`src/hdl/cct_pkg.sv`:
```
package cct_pkg;

	// lexer states, codes above the last member behave as idle
	typedef enum logic [2:0] {
		ST_IDLE  = 3'd0,
		ST_INT   = 3'd1,
		ST_STR   = 3'd2,
		ST_ESC   = 3'd3,
		ST_IDENT = 3'd4
	} lex_state_t;

	// event codes
	localparam logic [1:0] EV_CONTENT = 2'd0;
	localparam logic [1:0] EV_DONE    = 2'd1;
	localparam logic [1:0] EV_ERROR   = 2'd2;

	// token types
	localparam logic [1:0] TY_INT   = 2'd0;
	localparam logic [1:0] TY_STR   = 2'd1;
	localparam logic [1:0] TY_IDENT = 2'd2;
	localparam logic [1:0] TY_END   = 2'd3;

	// character codes
	localparam logic [7:0] CH_NUL    = 8'h00;
	localparam logic [7:0] CH_TAB    = 8'h09;
	localparam logic [7:0] CH_SPACE  = 8'h20;
	localparam logic [7:0] CH_QUOTE  = 8'h22;
	localparam logic [7:0] CH_BSLASH = 8'h5C;
	localparam logic [7:0] CH_ZERO   = 8'h30;
	localparam logic [7:0] CH_NINE   = 8'h39;

	localparam int VAL_W = 31;
	localparam logic [VAL_W-1:0] VAL_MAX = {VAL_W{1'b1}};

	// one result item, token length travels beside it
	typedef struct packed {
		logic [1:0]       ev;
		logic [1:0]       ty;
		logic [7:0]       byte_val;
		logic [VAL_W-1:0] val;
	} res_t;

endpackage

```
`src/hdl/console_command_tokenizer.sv`:
```
// Command line tokenizer: one text byte per input transaction, zero to two result
// transactions out. A character is taken into an input register, decoded there
// against the lexer state, and its results land in the output register;
// a second result (a token completed by the byte that also starts the next event,
// e.g. an identifier ended by NUL) waits in a spare register behind it. When every
// byte gives at most one result and the output is not stalled, the block
// sustains one transaction per cycle on both sides; a byte that gives two results
// holds the input register while the spare is full. Blanks separate tokens, digit runs
// form integer tokens saturating at 2^31-1, quoted runs form string tokens (a
// backslash stays as content and protects a following quote), anything else forms
// an identifier. NUL yields an end of line token; NUL inside a string yields an
// error and returns the lexer to its reset state. Content bytes past MAX_TOKEN_LEN
// produce no transaction and token_length stops at MAX_TOKEN_LEN.
module console_command_tokenizer #(
	parameter int MAX_TOKEN_LEN = 64,
	localparam int LEN_W = $clog2(MAX_TOKEN_LEN + 1)
) (
	input  logic                   clk,
	input  logic                   arst_n,
	input  logic                   in_valid,
	output logic                   in_ready,
	input  logic [7:0]             character,
	output logic                   out_valid,
	input  logic                   out_ready,
	output logic [1:0]             event_res,
	output logic [1:0]             token_kind,
	output logic [7:0]             content_byte,
	output logic [cct_pkg::VAL_W-1:0] int_value,
	output logic [LEN_W-1:0]       token_length,
	output logic                   last
);

	localparam logic [LEN_W-1:0] LEN_MAX = LEN_W'(MAX_TOKEN_LEN);
	localparam int PROD_W = cct_pkg::VAL_W + 4;

	// input register
	logic       valid_s1;
	logic [7:0] char_s1;

	// lexer state
	cct_pkg::lex_state_t st_q, st_d;
	logic [cct_pkg::VAL_W-1:0] acc_q, acc_d;
	logic [LEN_W-1:0] len_q, len_d;

	// output register and spare for a second result
	logic                out_valid_q;
	cct_pkg::res_t       out_q;
	logic [LEN_W-1:0]    out_len_q;
	logic                out_last_q;
	logic                sp_valid_q;
	cct_pkg::res_t       sp_q;
	logic [LEN_W-1:0]    sp_len_q;

	// character classes
	logic is_nul, is_blank, is_quote, is_bslash, is_digit;
	logic [3:0] digit;
	logic keep;
	logic [LEN_W-1:0] len_inc;
	logic [PROD_W-1:0] prod;
	logic [cct_pkg::VAL_W-1:0] acc_sat;

	// handshake
	logic go, pop;

	assign is_nul    = (char_s1 == cct_pkg::CH_NUL);
	assign is_blank  = (char_s1 == cct_pkg::CH_SPACE) || (char_s1 == cct_pkg::CH_TAB);
	assign is_quote  = (char_s1 == cct_pkg::CH_QUOTE);
	assign is_bslash = (char_s1 == cct_pkg::CH_BSLASH);
	assign is_digit  = (char_s1 >= cct_pkg::CH_ZERO) && (char_s1 <= cct_pkg::CH_NINE);
	assign digit     = 4'(char_s1 - cct_pkg::CH_ZERO);

	// room left in the token for one more content byte
	assign keep    = (len_q < LEN_MAX);
	assign len_inc = keep ? len_q + LEN_W'(1) : len_q;

	// acc * 10 + digit as two shifts and adds, then saturate
	assign prod = (PROD_W'(acc_q) << 3) + (PROD_W'(acc_q) << 1) + PROD_W'(digit);
	assign acc_sat = (prod > PROD_W'(cct_pkg::VAL_MAX)) ? cct_pkg::VAL_MAX
		: prod[cct_pkg::VAL_W-1:0];

	// a decoded byte moves on only when both output slots can take its results
	assign pop      = out_valid_q && out_ready;
	assign go       = valid_s1 && !sp_valid_q && (!out_valid_q || out_ready);
	assign in_ready = !valid_s1 || go;

	// ---------------------------------------------------------------------
	// next lexer state
	// ---------------------------------------------------------------------
	cct_pkg::lex_state_t id_st, sn_st;
	logic [cct_pkg::VAL_W-1:0] id_acc;
	logic [LEN_W-1:0] id_len, sn_len;

	// byte handled between tokens, from a cleared token
	always_comb begin
		id_st  = cct_pkg::ST_IDLE;
		id_acc = '0;
		id_len = '0;
		if (is_nul || is_blank) begin
			id_st = cct_pkg::ST_IDLE;
		end else if (is_quote) begin
			id_st = cct_pkg::ST_STR;
		end else if (is_digit) begin
			id_st  = cct_pkg::ST_INT;
			id_acc = cct_pkg::VAL_W'(digit);
			id_len = LEN_W'(1);
		end else begin
			id_st  = cct_pkg::ST_IDENT;
			id_len = LEN_W'(1);
		end
	end

	// byte handled inside a string
	always_comb begin
		sn_st  = cct_pkg::ST_STR;
		sn_len = len_inc;
		if (is_quote || is_nul) begin
			sn_st  = cct_pkg::ST_IDLE;
			sn_len = '0;
		end else if (is_bslash) begin
			sn_st = cct_pkg::ST_ESC;
		end
	end

	always_comb begin
		st_d  = st_q;
		acc_d = acc_q;
		len_d = len_q;
		case (st_q)
			cct_pkg::ST_INT: begin
				if (is_digit) begin
					acc_d = acc_sat;
					len_d = len_inc;
				end else begin
					st_d  = id_st;
					acc_d = id_acc;
					len_d = id_len;
				end
			end
			cct_pkg::ST_IDENT: begin
				if (is_blank || is_nul) begin
					st_d  = id_st;
					acc_d = id_acc;
					len_d = id_len;
				end else begin
					len_d = len_inc;
				end
			end
			cct_pkg::ST_STR: begin
				st_d  = sn_st;
				acc_d = '0;
				len_d = sn_len;
			end
			cct_pkg::ST_ESC: begin
				acc_d = '0;
				if (is_quote) begin
					st_d  = cct_pkg::ST_STR;
					len_d = len_inc;
				end else begin
					st_d  = sn_st;
					len_d = sn_len;
				end
			end
			default: begin
				st_d  = id_st;
				acc_d = id_acc;
				len_d = id_len;
			end
		endcase
	end

	// ---------------------------------------------------------------------
	// results of this byte
	// ---------------------------------------------------------------------
	logic             a_v, b_v;
	cct_pkg::res_t    a_res, b_res;
	logic [LEN_W-1:0] a_len;
	cct_pkg::res_t    r0_res;
	logic [LEN_W-1:0] r0_len;
	logic             r0_v, two;

	// result of a byte between tokens (at most one, never clipped)
	always_comb begin
		b_res          = '0;
		b_res.byte_val = char_s1;
		if (is_nul) begin
			b_res.ev       = cct_pkg::EV_DONE;
			b_res.ty       = cct_pkg::TY_END;
			b_res.byte_val = '0;
		end else begin
			b_res.ev = cct_pkg::EV_CONTENT;
			b_res.ty = is_digit ? cct_pkg::TY_INT : cct_pkg::TY_IDENT;
		end
	end

	always_comb begin
		a_v   = 1'b0;
		b_v   = 1'b0;
		a_res = '0;
		a_len = '0;
		case (st_q)
			cct_pkg::ST_INT: begin
				if (is_digit) begin
					a_v            = keep;
					a_res.ev       = cct_pkg::EV_CONTENT;
					a_res.ty       = cct_pkg::TY_INT;
					a_res.byte_val = char_s1;
				end else begin
					// integer completed, terminator then handled as between tokens
					a_v       = 1'b1;
					a_res.ev  = cct_pkg::EV_DONE;
					a_res.ty  = cct_pkg::TY_INT;
					a_res.val = acc_q;
					a_len     = len_q;
					b_v       = !is_blank && !is_quote;
				end
			end
			cct_pkg::ST_IDENT: begin
				if (is_blank || is_nul) begin
					a_v      = 1'b1;
					a_res.ev = cct_pkg::EV_DONE;
					a_res.ty = cct_pkg::TY_IDENT;
					a_len    = len_q;
					b_v      = is_nul;
				end else begin
					a_v            = keep;
					a_res.ev       = cct_pkg::EV_CONTENT;
					a_res.ty       = cct_pkg::TY_IDENT;
					a_res.byte_val = char_s1;
				end
			end
			cct_pkg::ST_STR, cct_pkg::ST_ESC: begin
				a_res.ty = cct_pkg::TY_STR;
				if (is_quote && st_q == cct_pkg::ST_STR) begin
					a_v      = 1'b1;
					a_res.ev = cct_pkg::EV_DONE;
					a_len    = len_q;
				end else if (is_nul) begin
					// unterminated string
					a_v      = 1'b1;
					a_res.ev = cct_pkg::EV_ERROR;
				end else begin
					// escaped quote and any other byte are content
					a_v            = keep;
					a_res.ev       = cct_pkg::EV_CONTENT;
					a_res.byte_val = char_s1;
				end
			end
			default: begin
				b_v = !is_blank && !is_quote;
			end
		endcase
	end

	assign r0_v   = a_v || b_v;
	assign two    = a_v && b_v;
	assign r0_res = a_v ? a_res : b_res;
	assign r0_len = a_v ? a_len : '0;

	// ---------------------------------------------------------------------
	// registers
	// ---------------------------------------------------------------------
	always_ff @(posedge clk or negedge arst_n) begin
		if (!arst_n) begin
			valid_s1 <= 1'b0;
		end else if (in_valid && in_ready) begin
			valid_s1 <= 1'b1;
		end else if (go) begin
			valid_s1 <= 1'b0;
		end
	end

	always_ff @(posedge clk) begin
		if (in_valid && in_ready) begin
			char_s1 <= character;
		end
	end

	always_ff @(posedge clk or negedge arst_n) begin
		if (!arst_n) begin
			st_q  <= cct_pkg::ST_IDLE;
			acc_q <= '0;
			len_q <= '0;
		end else if (go) begin
			st_q  <= st_d;
			acc_q <= acc_d;
			len_q <= len_d;
		end
	end

	// output control
	always_ff @(posedge clk or negedge arst_n) begin
		if (!arst_n) begin
			out_valid_q <= 1'b0;
			sp_valid_q  <= 1'b0;
		end else if (go) begin
			out_valid_q <= r0_v || (out_valid_q && !pop);
			sp_valid_q  <= two;
		end else if (pop) begin
			out_valid_q <= sp_valid_q;
			sp_valid_q  <= 1'b0;
		end
	end

	// output payload
	always_ff @(posedge clk) begin
		if (go && r0_v) begin
			out_q      <= r0_res;
			out_len_q  <= r0_len;
			out_last_q <= !two;
		end else if (pop && sp_valid_q) begin
			out_q      <= sp_q;
			out_len_q  <= sp_len_q;
			out_last_q <= 1'b1;
		end
		if (go && two) begin
			sp_q     <= b_res;
			sp_len_q <= '0;
		end
	end

	assign out_valid    = out_valid_q;
	assign event_res    = out_q.ev;
	assign token_kind   = out_q.ty;
	assign content_byte = out_q.byte_val;
	assign int_value    = out_q.val;
	assign token_length = out_len_q;
	assign last         = out_last_q;

	// ---------------------------------------------------------------------
	// assertions
	// ---------------------------------------------------------------------
	a_spare_behind_out: assert property (@(posedge clk) disable iff (!arst_n)
		sp_valid_q |-> out_valid_q && !out_last_q)
		else $error("spare result held without a pending first result");

	a_idle_clean: assert property (@(posedge clk) disable iff (!arst_n)
		st_q == cct_pkg::ST_IDLE |-> acc_q == '0 && len_q == '0)
		else $error("lexer idle with leftover token state");

	a_len_bound: assert property (@(posedge clk) disable iff (!arst_n)
		len_q <= LEN_MAX)
		else $error("kept length above maximum");

	a_error_form: assert property (@(posedge clk) disable iff (!arst_n)
		out_valid_q && out_q.ev == cct_pkg::EV_ERROR |->
			out_q.ty == cct_pkg::TY_STR && out_last_q)
		else $error("malformed error result");

	a_no_go_with_spare: assert property (@(posedge clk) disable iff (!arst_n)
		sp_valid_q |=> !$past(go))
		else $error("byte decoded while spare result pending");

endmodule

```
`config.mk`:
```
export PLATFORM = sky130hd
export DESIGN_NAME = console_command_tokenizer
export DESIGN_NICKNAME = d
export VERILOG_FILES = /design/src/hdl/cct_pkg.sv /design/src/hdl/console_command_tokenizer.sv
export SDC_FILE = /design/constraint.sdc
export NUM_CORES = 1
export LEC_CHECK = 0
export BUFFER_PORTS_ARGS = -buffer_cell sky130_fd_sc_hd__buf_2
export CAP_MARGIN = 20
export CORE_AREA = 2 2 114 116
export CTS_BUF_LIST = sky130_fd_sc_hd__clkbuf_4
export CTS_CLUSTER_DIAMETER = 100
export DETAILED_ROUTE_END_ITERATION = 10
export DIE_AREA = 0 0 116 118
export PLACE_DENSITY_LB_ADDON = 0.3
export SLEW_MARGIN = 20
export SYNTH_ARGS = -nofsm -noshare
export SYNTH_HDL_FRONTEND = slang
export SYNTH_SLANG_ARGS = --single-unit
export TNS_END_PERCENT = 5
```
`constraint.sdc`:
```
create_clock -name clk -period 3.3 [get_ports clk]
set_input_delay 0.66 -clock clk [delete_from_list [all_inputs] [get_ports clk]]
set_output_delay 0.66 -clock clk [all_outputs]
set_load 0.1 [all_outputs]
```
Word-level counts from Yosys, hierarchy flattened
Cells that the tools add are included.
{"block": "word_totals", "elab_cells": 130, "inputBits": 12, "register_bits": 115}
{"block": "op_classes", "eq_ne": 10, "magnitude_cmp": 4, "n_mux": 63, "reduce_logical": 33, "addsub": 4}
{"cell": "2-to-1 mux 31 bit", "count": 7}
{"cell": "2-to-1 mux 43 bit", "count": 3}
{"cell": "case mux 31 bit (3 select lines)", "count": 1}
{"cell": "2-to-1 mux 7 bit", "count": 12}
{"cell": "case mux 12 bit (3 select lines)", "count": 1}
{"cell": "adder 34 x 32 -> 35 bit", "count": 1}
{"cell": "adder 35 x 4 -> 35 bit", "count": 1}
{"cell": "> comparator 35 x 31 -> 1 bit (second input constant)", "count": 1}
{"cell": "2-to-1 mux 8 bit", "count": 4}
{"cell": "case mux 7 bit (4 select lines)", "count": 1}
{"cell": "2-to-1 mux 3 bit", "count": 9}
{"cell": "case mux 7 bit (3 select lines)", "count": 1}
{"cell": "equality test 8 x 6 -> 1 bit (second input constant)", "count": 2}
{"cell": "2-to-1 mux 1 bit", "count": 16}
{"cell": "logical AND 1 bit", "count": 12}
{"cell": "case mux 3 bit (4 select lines)", "count": 1}
{"cell": "equality test 8 x 4 -> 1 bit (second input constant)", "count": 1}
{"cell": "equality test 8 x 7 -> 1 bit (second input constant)", "count": 1}
{"cell": "greater-or-equal comparator 8 x 6 -> 1 bit (second input constant)", "count": 1}
{"cell": "<= comparator 8 x 6 -> 1 bit (second input constant)", "count": 1}
{"cell": "zero test 8 bit", "count": 1}
{"cell": "2-to-1 mux 2 bit", "count": 4}
{"cell": "adder 7 x 1 -> 7 bit (second input constant)", "count": 1}
{"cell": "zero test 1 bit", "count": 7}
{"cell": "13 further kinds", "count": 24}

Depth between registers and ports, before layout
{"block": "logic_depth", "word_depth": 9, "depth_mapped": 13, "mapped_depth_nobuf": 12}

Worst setup path before layout
Ideal clock, no wire load.
{"block": "synth_path", "path_type": "flip-flop to flip-flop", "startpoint": "register out_valid_q (netlist: out_valid)", "endpoint": "register char_s1[0] (enable)", "t_required_ns": 2.967, "t_arrival_ns": 3.763, "slack_ns": -0.796, "setup_time_ns": 0.333, "path_stages_with_launch": 4, "synth_period_minus_slack_ns": 4.096, "path_cell_list": "dfrtp_1 -> nor2b_1 -> o21ai_0 -> and2_1"}
{"block": "synth_between", "elab_chain_len": 5}
{"element": "start, declared", "line_no": "console_command_tokenizer.sv:46", "rtl": "logic out_valid_q;"}
{"element": "start signal, assigned", "line_no": "console_command_tokenizer.sv:296", "rtl": "out_valid_q <= r0_v || (out_valid_q && !pop);"}
{"element": "start signal, assigned", "line_no": "console_command_tokenizer.sv:299", "rtl": "out_valid_q <= sp_valid_q;"}
{"element": "zero test 1 bit", "line_no": "console_command_tokenizer.sv:83", "rtl": "assign go = valid_s1 && !sp_valid_q && (!out_valid_q || out_ready);"}
{"element": "logical OR 1 bit", "line_no": "console_command_tokenizer.sv:83"}
{"element": "logical AND 1 bit", "line_no": "console_command_tokenizer.sv:83"}
{"element": "logical OR 1 bit", "line_no": "console_command_tokenizer.sv:84", "rtl": "assign in_ready = !valid_s1 || go;"}
{"element": "named net in_ready", "line_no": "console_command_tokenizer.sv:21", "rtl": "output logic in_ready,"}
{"element": "logical AND 1 bit", "line_no": "console_command_tokenizer.sv:273", "rtl": "if (in_valid && in_ready) begin"}
{"element": "end signal, assigned", "line_no": "console_command_tokenizer.sv:274", "rtl": "char_s1 <= character;"}
{"element": "end, declared", "line_no": "console_command_tokenizer.sv:38", "rtl": "logic [7:0] char_s1;"}
The timed path passes the listed nets, and every way through them passes these cells.
A chain may end at the register's enable or synchronous reset.

Worst setup path in the final report
{"block": "layout_path", "startpoint": "register acc_q[25] (netlist bit)", "endpoint": "register acc_q[22] (netlist bit)"}
{"block": "layout_between", "elab_chain_len": 6}
{"element": "start, declared", "line_no": "console_command_tokenizer.sv:42", "rtl": "logic [cct_pkg::VAL_W-1:0] acc_q, acc_d;"}
{"element": "start signal, assigned", "line_no": "console_command_tokenizer.sv:281", "rtl": "acc_q <= '0;"}
{"element": "start signal, assigned", "line_no": "console_command_tokenizer.sv:285", "rtl": "acc_q <= acc_d;"}
{"element": "adder 34 x 32 -> 35 bit", "line_no": "console_command_tokenizer.sv:77", "rtl": "assign prod = (PROD_W'(acc_q) << 3) + (PROD_W'(acc_q) << 1) + PROD_W'(digit);"}
{"element": "adder 35 x 4 -> 35 bit", "line_no": "console_command_tokenizer.sv:77"}
{"element": "> comparator 35 x 31 -> 1 bit", "line_no": "console_command_tokenizer.sv:78", "rtl": "assign acc_sat = (prod > PROD_W'(cct_pkg::VAL_MAX)) ? cct_pkg::VAL_MAX"}
{"element": "2-to-1 mux 31 bit", "line_no": "console_command_tokenizer.sv:78"}
{"element": "2-to-1 mux 31 bit", "line_no": "console_command_tokenizer.sv:130", "rtl": "if (is_digit) begin"}
{"element": "case mux 31 bit (3 select lines)", "line_no": "console_command_tokenizer.sv:128", "rtl": "case (st_q)"}
No other way between the ends.

==> run summary <==
The number of iterations in the first detailed-routing pass is 6. From bottom edge to top edge, the die measures approximately 120 um. The final HPWL from detailed placement is 11700 um. For this configuration, the core starts out at a cell density of 0.549.

The required time of the critical path came out at 3690 ps. For the worst setup path, the data arrival time is 3860 ps. The cell with the largest stage delay on the worst path is or4_4. The routed layout has 5949 vias. The clock tree skew after final layout came out at 13.0 ps. The final reports fail on setup timing. The number of placement rows came out at 41. The worst-case IR drop observed on VDD is 0.000582 V. The insertion delay to the later sink of the worst-skew pair is 540 ps. The highest attainable clock frequency came out at 289 MHz. The worst reg2reg path endpoint is acc_q[22]$_DFFE_PN0P_. The number of synthesized register bits is approximately 110. The die extent in x came out at 116 um.

The overall die area is 13700 um^2. The I/O pin count came out at 65. Of the post-synthesis cell area, the dominant cell type holds 0.304. The transition time of the tightest slew-check pin came out at 694 ps. The area of the core region came out at 12400 um^2. Across the run, the number of max-cap violations was 0. The library cells used most frequently in the layout, excluding fill and tap cells, are buf_4 (98), edfxtp_1 (69), buf_2 (63), a21oi_1 (62), nand2_1 (50).

The average footprint of a synthesized cell is 10.1 um^2. The level count of the clock H-tree is 4. The number of max-slew violations in the final report is 0. The type of element launching the critical path is a register. The multi-input combinational cell area came out at 3760 um^2. The worst hold margin came out at around 140 ps. Broken down by cell family, the worst path's largest delay share belongs to simple AND/OR/NAND/NOR gates. The share of post-route cells with drive strength above 1 is 0.305.

The cell area that synthesis handed to floorplanning was between 6000 and 7000 um^2. The cell area power density is 832 nW/um^2. Summing all placed instances gives a cell area of 7860 um^2. The standby leakage power came out at 3.84 nW. The largest net degree at the start of global routing came out at 52.

The worst slack after detailed placement came out at -336 ps. The wire length per cell is about 17 um. The critical path class is register to register. The via count of the first global-routing pass is 5858. The number of vias per cell after detailed routing came out at 5.90.

The number of library cell types mapped by synthesis is 58. Dividing the final minimum period by the clock period gives 1.05. The post-placement cell count came out at 958.

The growth of design area from synthesis to finish is 27.0%. For flop-to-flop paths, the worst setup slack is -170 ps. The library cell used as clock root buffer is clkbuf_4. The worst slew slack as a fraction of its limit is 0.538.

The cell count after synthesis is between 600 and 700. The final layout contains routed wiring with a total length of between 15000 and 20000 um. The source of the worst register-to-register timing path is acc_q[25]$_DFFE_PN0P_.

Of the synthesized area, sequential elements account for 0.465. The clock transition time at the flip-flop clock pins of the worst setup and hold paths came out at 110 ps. Along the worst path, the maximum fanout reaches 7. Routability-driven placement finished with a final weighted congestion of 0.950. STA classifies the critical path endpoint as a register. The longest individual stage delay on the worst path came out at a little over 500 ps. The maximum number of buffers from clock root to sink came out at 2. The buffers plus inverters on the worst setup path came out at 3.

The number of design-rule violations left by the first detailed-router iteration is 541. The synthesized design spends more area on one cell type than any other, namely edfxtp_1. The count of nets left with antenna violations after detail routing came out at 0. Leaving out fill and tap cells, the most frequent cell in the layout is buf_4. The CTS buffer count came out at 17. The final-report hold violation count is 0.

The worst register-to-register path has a depth of 13. The CTS tree is done. Setup violations remaining at the end of the flow were counted as 29. The final non-filler cell area came out at 8670 um^2. The signal on the critical path passes through buf_4, ha_1, ha_1, o21a_1, nor2_2, o21ai_1, xnor2_1, a221o_1, or4_4, nor3_4, buf_6, buf_8, a31oi_1.

The filler cells instantiated in the layout total 908. The overall track demand over capacity in global routing is 0.261. The flow ran to the end, but the final reports show violations. For this run, design rule violations remaining after detail routing come to 0. The initial antenna violation count is 1. The global-route wire length before repair is 28000 um.

The cell that appears most often on the critical path is ha_1. The residual overflow from global routing came out at 0. The setup slack of the critical path after layout is -166 ps.

The number of buffers added to fix hold violations after cts came out at 0. The most used flip-flop cell after synthesis is edfxtp_1. The number of clock sinks is about 110. The share of synthesized flip-flops with an asynchronous set or reset came out at 0.389.

The number of synthesis warnings came out at 0. The number of input and output port buffers inserted came out at 64. The net count reported at finish is 898. The number of enable-type register cells in the synthesized netlist is between 60 and 70.

Setup repair after global routing could not meet its margin everywhere. When the netlist entered floorplanning its net count stood at 750. For the finished layout, the period the worst path requires is between 3000 and 4000 ps.

In the final layout, flip-flops and latches occupy 3180 um^2. Once layout is complete, the cells apart from fillers number just over 1000. By area the synthesized netlist is led by edfxtp_1 (30%), dfrtp_1 (16%), ha_1 (11%). The worst hold path class is input port to asynchronous set/reset pin. The summed negative setup slack over all endpoints is -3760 ps.
## metal layers
metal | part of all wire | track usage
met1 | 0.40 | 0.318
met2 | 0.52 | 0.443
met3 | 0.053 | 0.0582
met4 | 0.023 | 0.105
met5 | 0 | 0
## cells by family (layout without fill, tap and decap cells)
kind of cell,Yosys count,count (layout),share of synthesized area
simple gates,207,207,0.158
flops,113,113,0.465
mux,2,2,0.00293
buf+inv,56,217,0.0341
fa+ha+maj,64,64,0.120
other cells,0,1,0
compound gates,198,198,0.177
xor+xnor,34,34,0.0437
## repair_timing
| action | in CTS | in global routing |
|---|---|---|
| buffers inserted | 7 | 8 |
| pin swaps | 12 | 21 |
| gates cloned | 2 | 0 |
| gates resized for setup | 39 | 30 |
| setup endpoints to repair | 31 | 71 |
## how the worst max path moves through the flow
stage / startpoint / to / cells after the start
2_1_floorplan: char_s1[3]$_DFFE_PP_ / acc_q[10]$_DFFE_PN0P_ / 12
3_3_place_gp: acc_q[20]$_DFFE_PN0P_ / acc_q[18]$_DFFE_PN0P_ / 11
3_5_place_dp: char_s1[3]$_DFFE_PP_ / acc_q[9]$_DFFE_PN0P_ / 12
4_1_cts: acc_q[0]$_DFFE_PN0P_ / acc_q[22]$_DFFE_PN0P_ / 16
5_1_grt: acc_q[25]$_DFFE_PN0P_ / acc_q[22]$_DFFE_PN0P_ / 13
6_report: acc_q[25]$_DFFE_PN0P_ / acc_q[22]$_DFFE_PN0P_ / 13
## state kept, by name, indices dropped and copies added (netlist names)
name	cells
st_q	3
event_res	2
char_s1	8
acc_q	31
token_length	7
valid_s1	1
token_kind	2
last	1
int_value	31
out_valid	1
sp_q	10
len_q	7
content_byte	8
sp_valid_q	1
## cells in the mapped netlist (6+ instances only)
| cell | number |
|---|---|
| dfrtp_1 | 44 |
| clkbuf_1 | 35 |
| xor2_1 | 15 |
| o31ai_1 | 7 |
| edfxtp_1 | 69 |
| o21ai_0 | 39 |
| a21o_1 | 9 |
| and2_1 | 35 |
| ha_1 | 62 |
| o211ai_1 | 6 |
| inv_1 | 17 |
| a21oi_1 | 68 |
| nand4_1 | 6 |
| xnor2_1 | 19 |
| nor2_1 | 45 |
| nand3_1 | 16 |
| nand2b_1 | 7 |
| nor3_1 | 9 |
| nor2b_1 | 8 |
| nand2_1 | 51 |
| and3_1 | 11 |
| a31oi_1 | 32 |
## per-stage QoR
stage	power [mW]	util
floorplan	5.23	-
global placement	5.83	0.633
detailed placement	5.91	0.633
CTS	7.13	0.678
global route	7.52	0.698
finish	7.21	0.698
## power breakdown
group          total, mW  switching, mW  internal [mW]
logic               3.84           3.12          0.723
clock network       1.17          0.549          0.617
registers           2.20          0.175           2.03
## worst reg2reg max path, cell delays in order, from the launching register on
cell,delay (ps)
dfrtp_1,410
buf_4,150
ha_1,300
ha_1,330
o21a_1,220
nor2_2,160
o21ai_1,100
xnor2_1,170
a221o_1,370
or4_4,510
nor3_4,240
buf_6,140
buf_8,120
a31oi_1,100
## final cells by class
type | count | share of cell area
multi-input combinational | 505 | 0.434
timing repair buffer | 167 | 0.130
clock buffer | 20 | 0.0173
sequential | 113 | 0.367
inverter | 18 | 0.00780
tap | 172 | 0.0248
clock inverter | 12 | 0.0191
antenna | 1 | 0.000289
No activity file was read; power rests on OpenSTA's default activity.
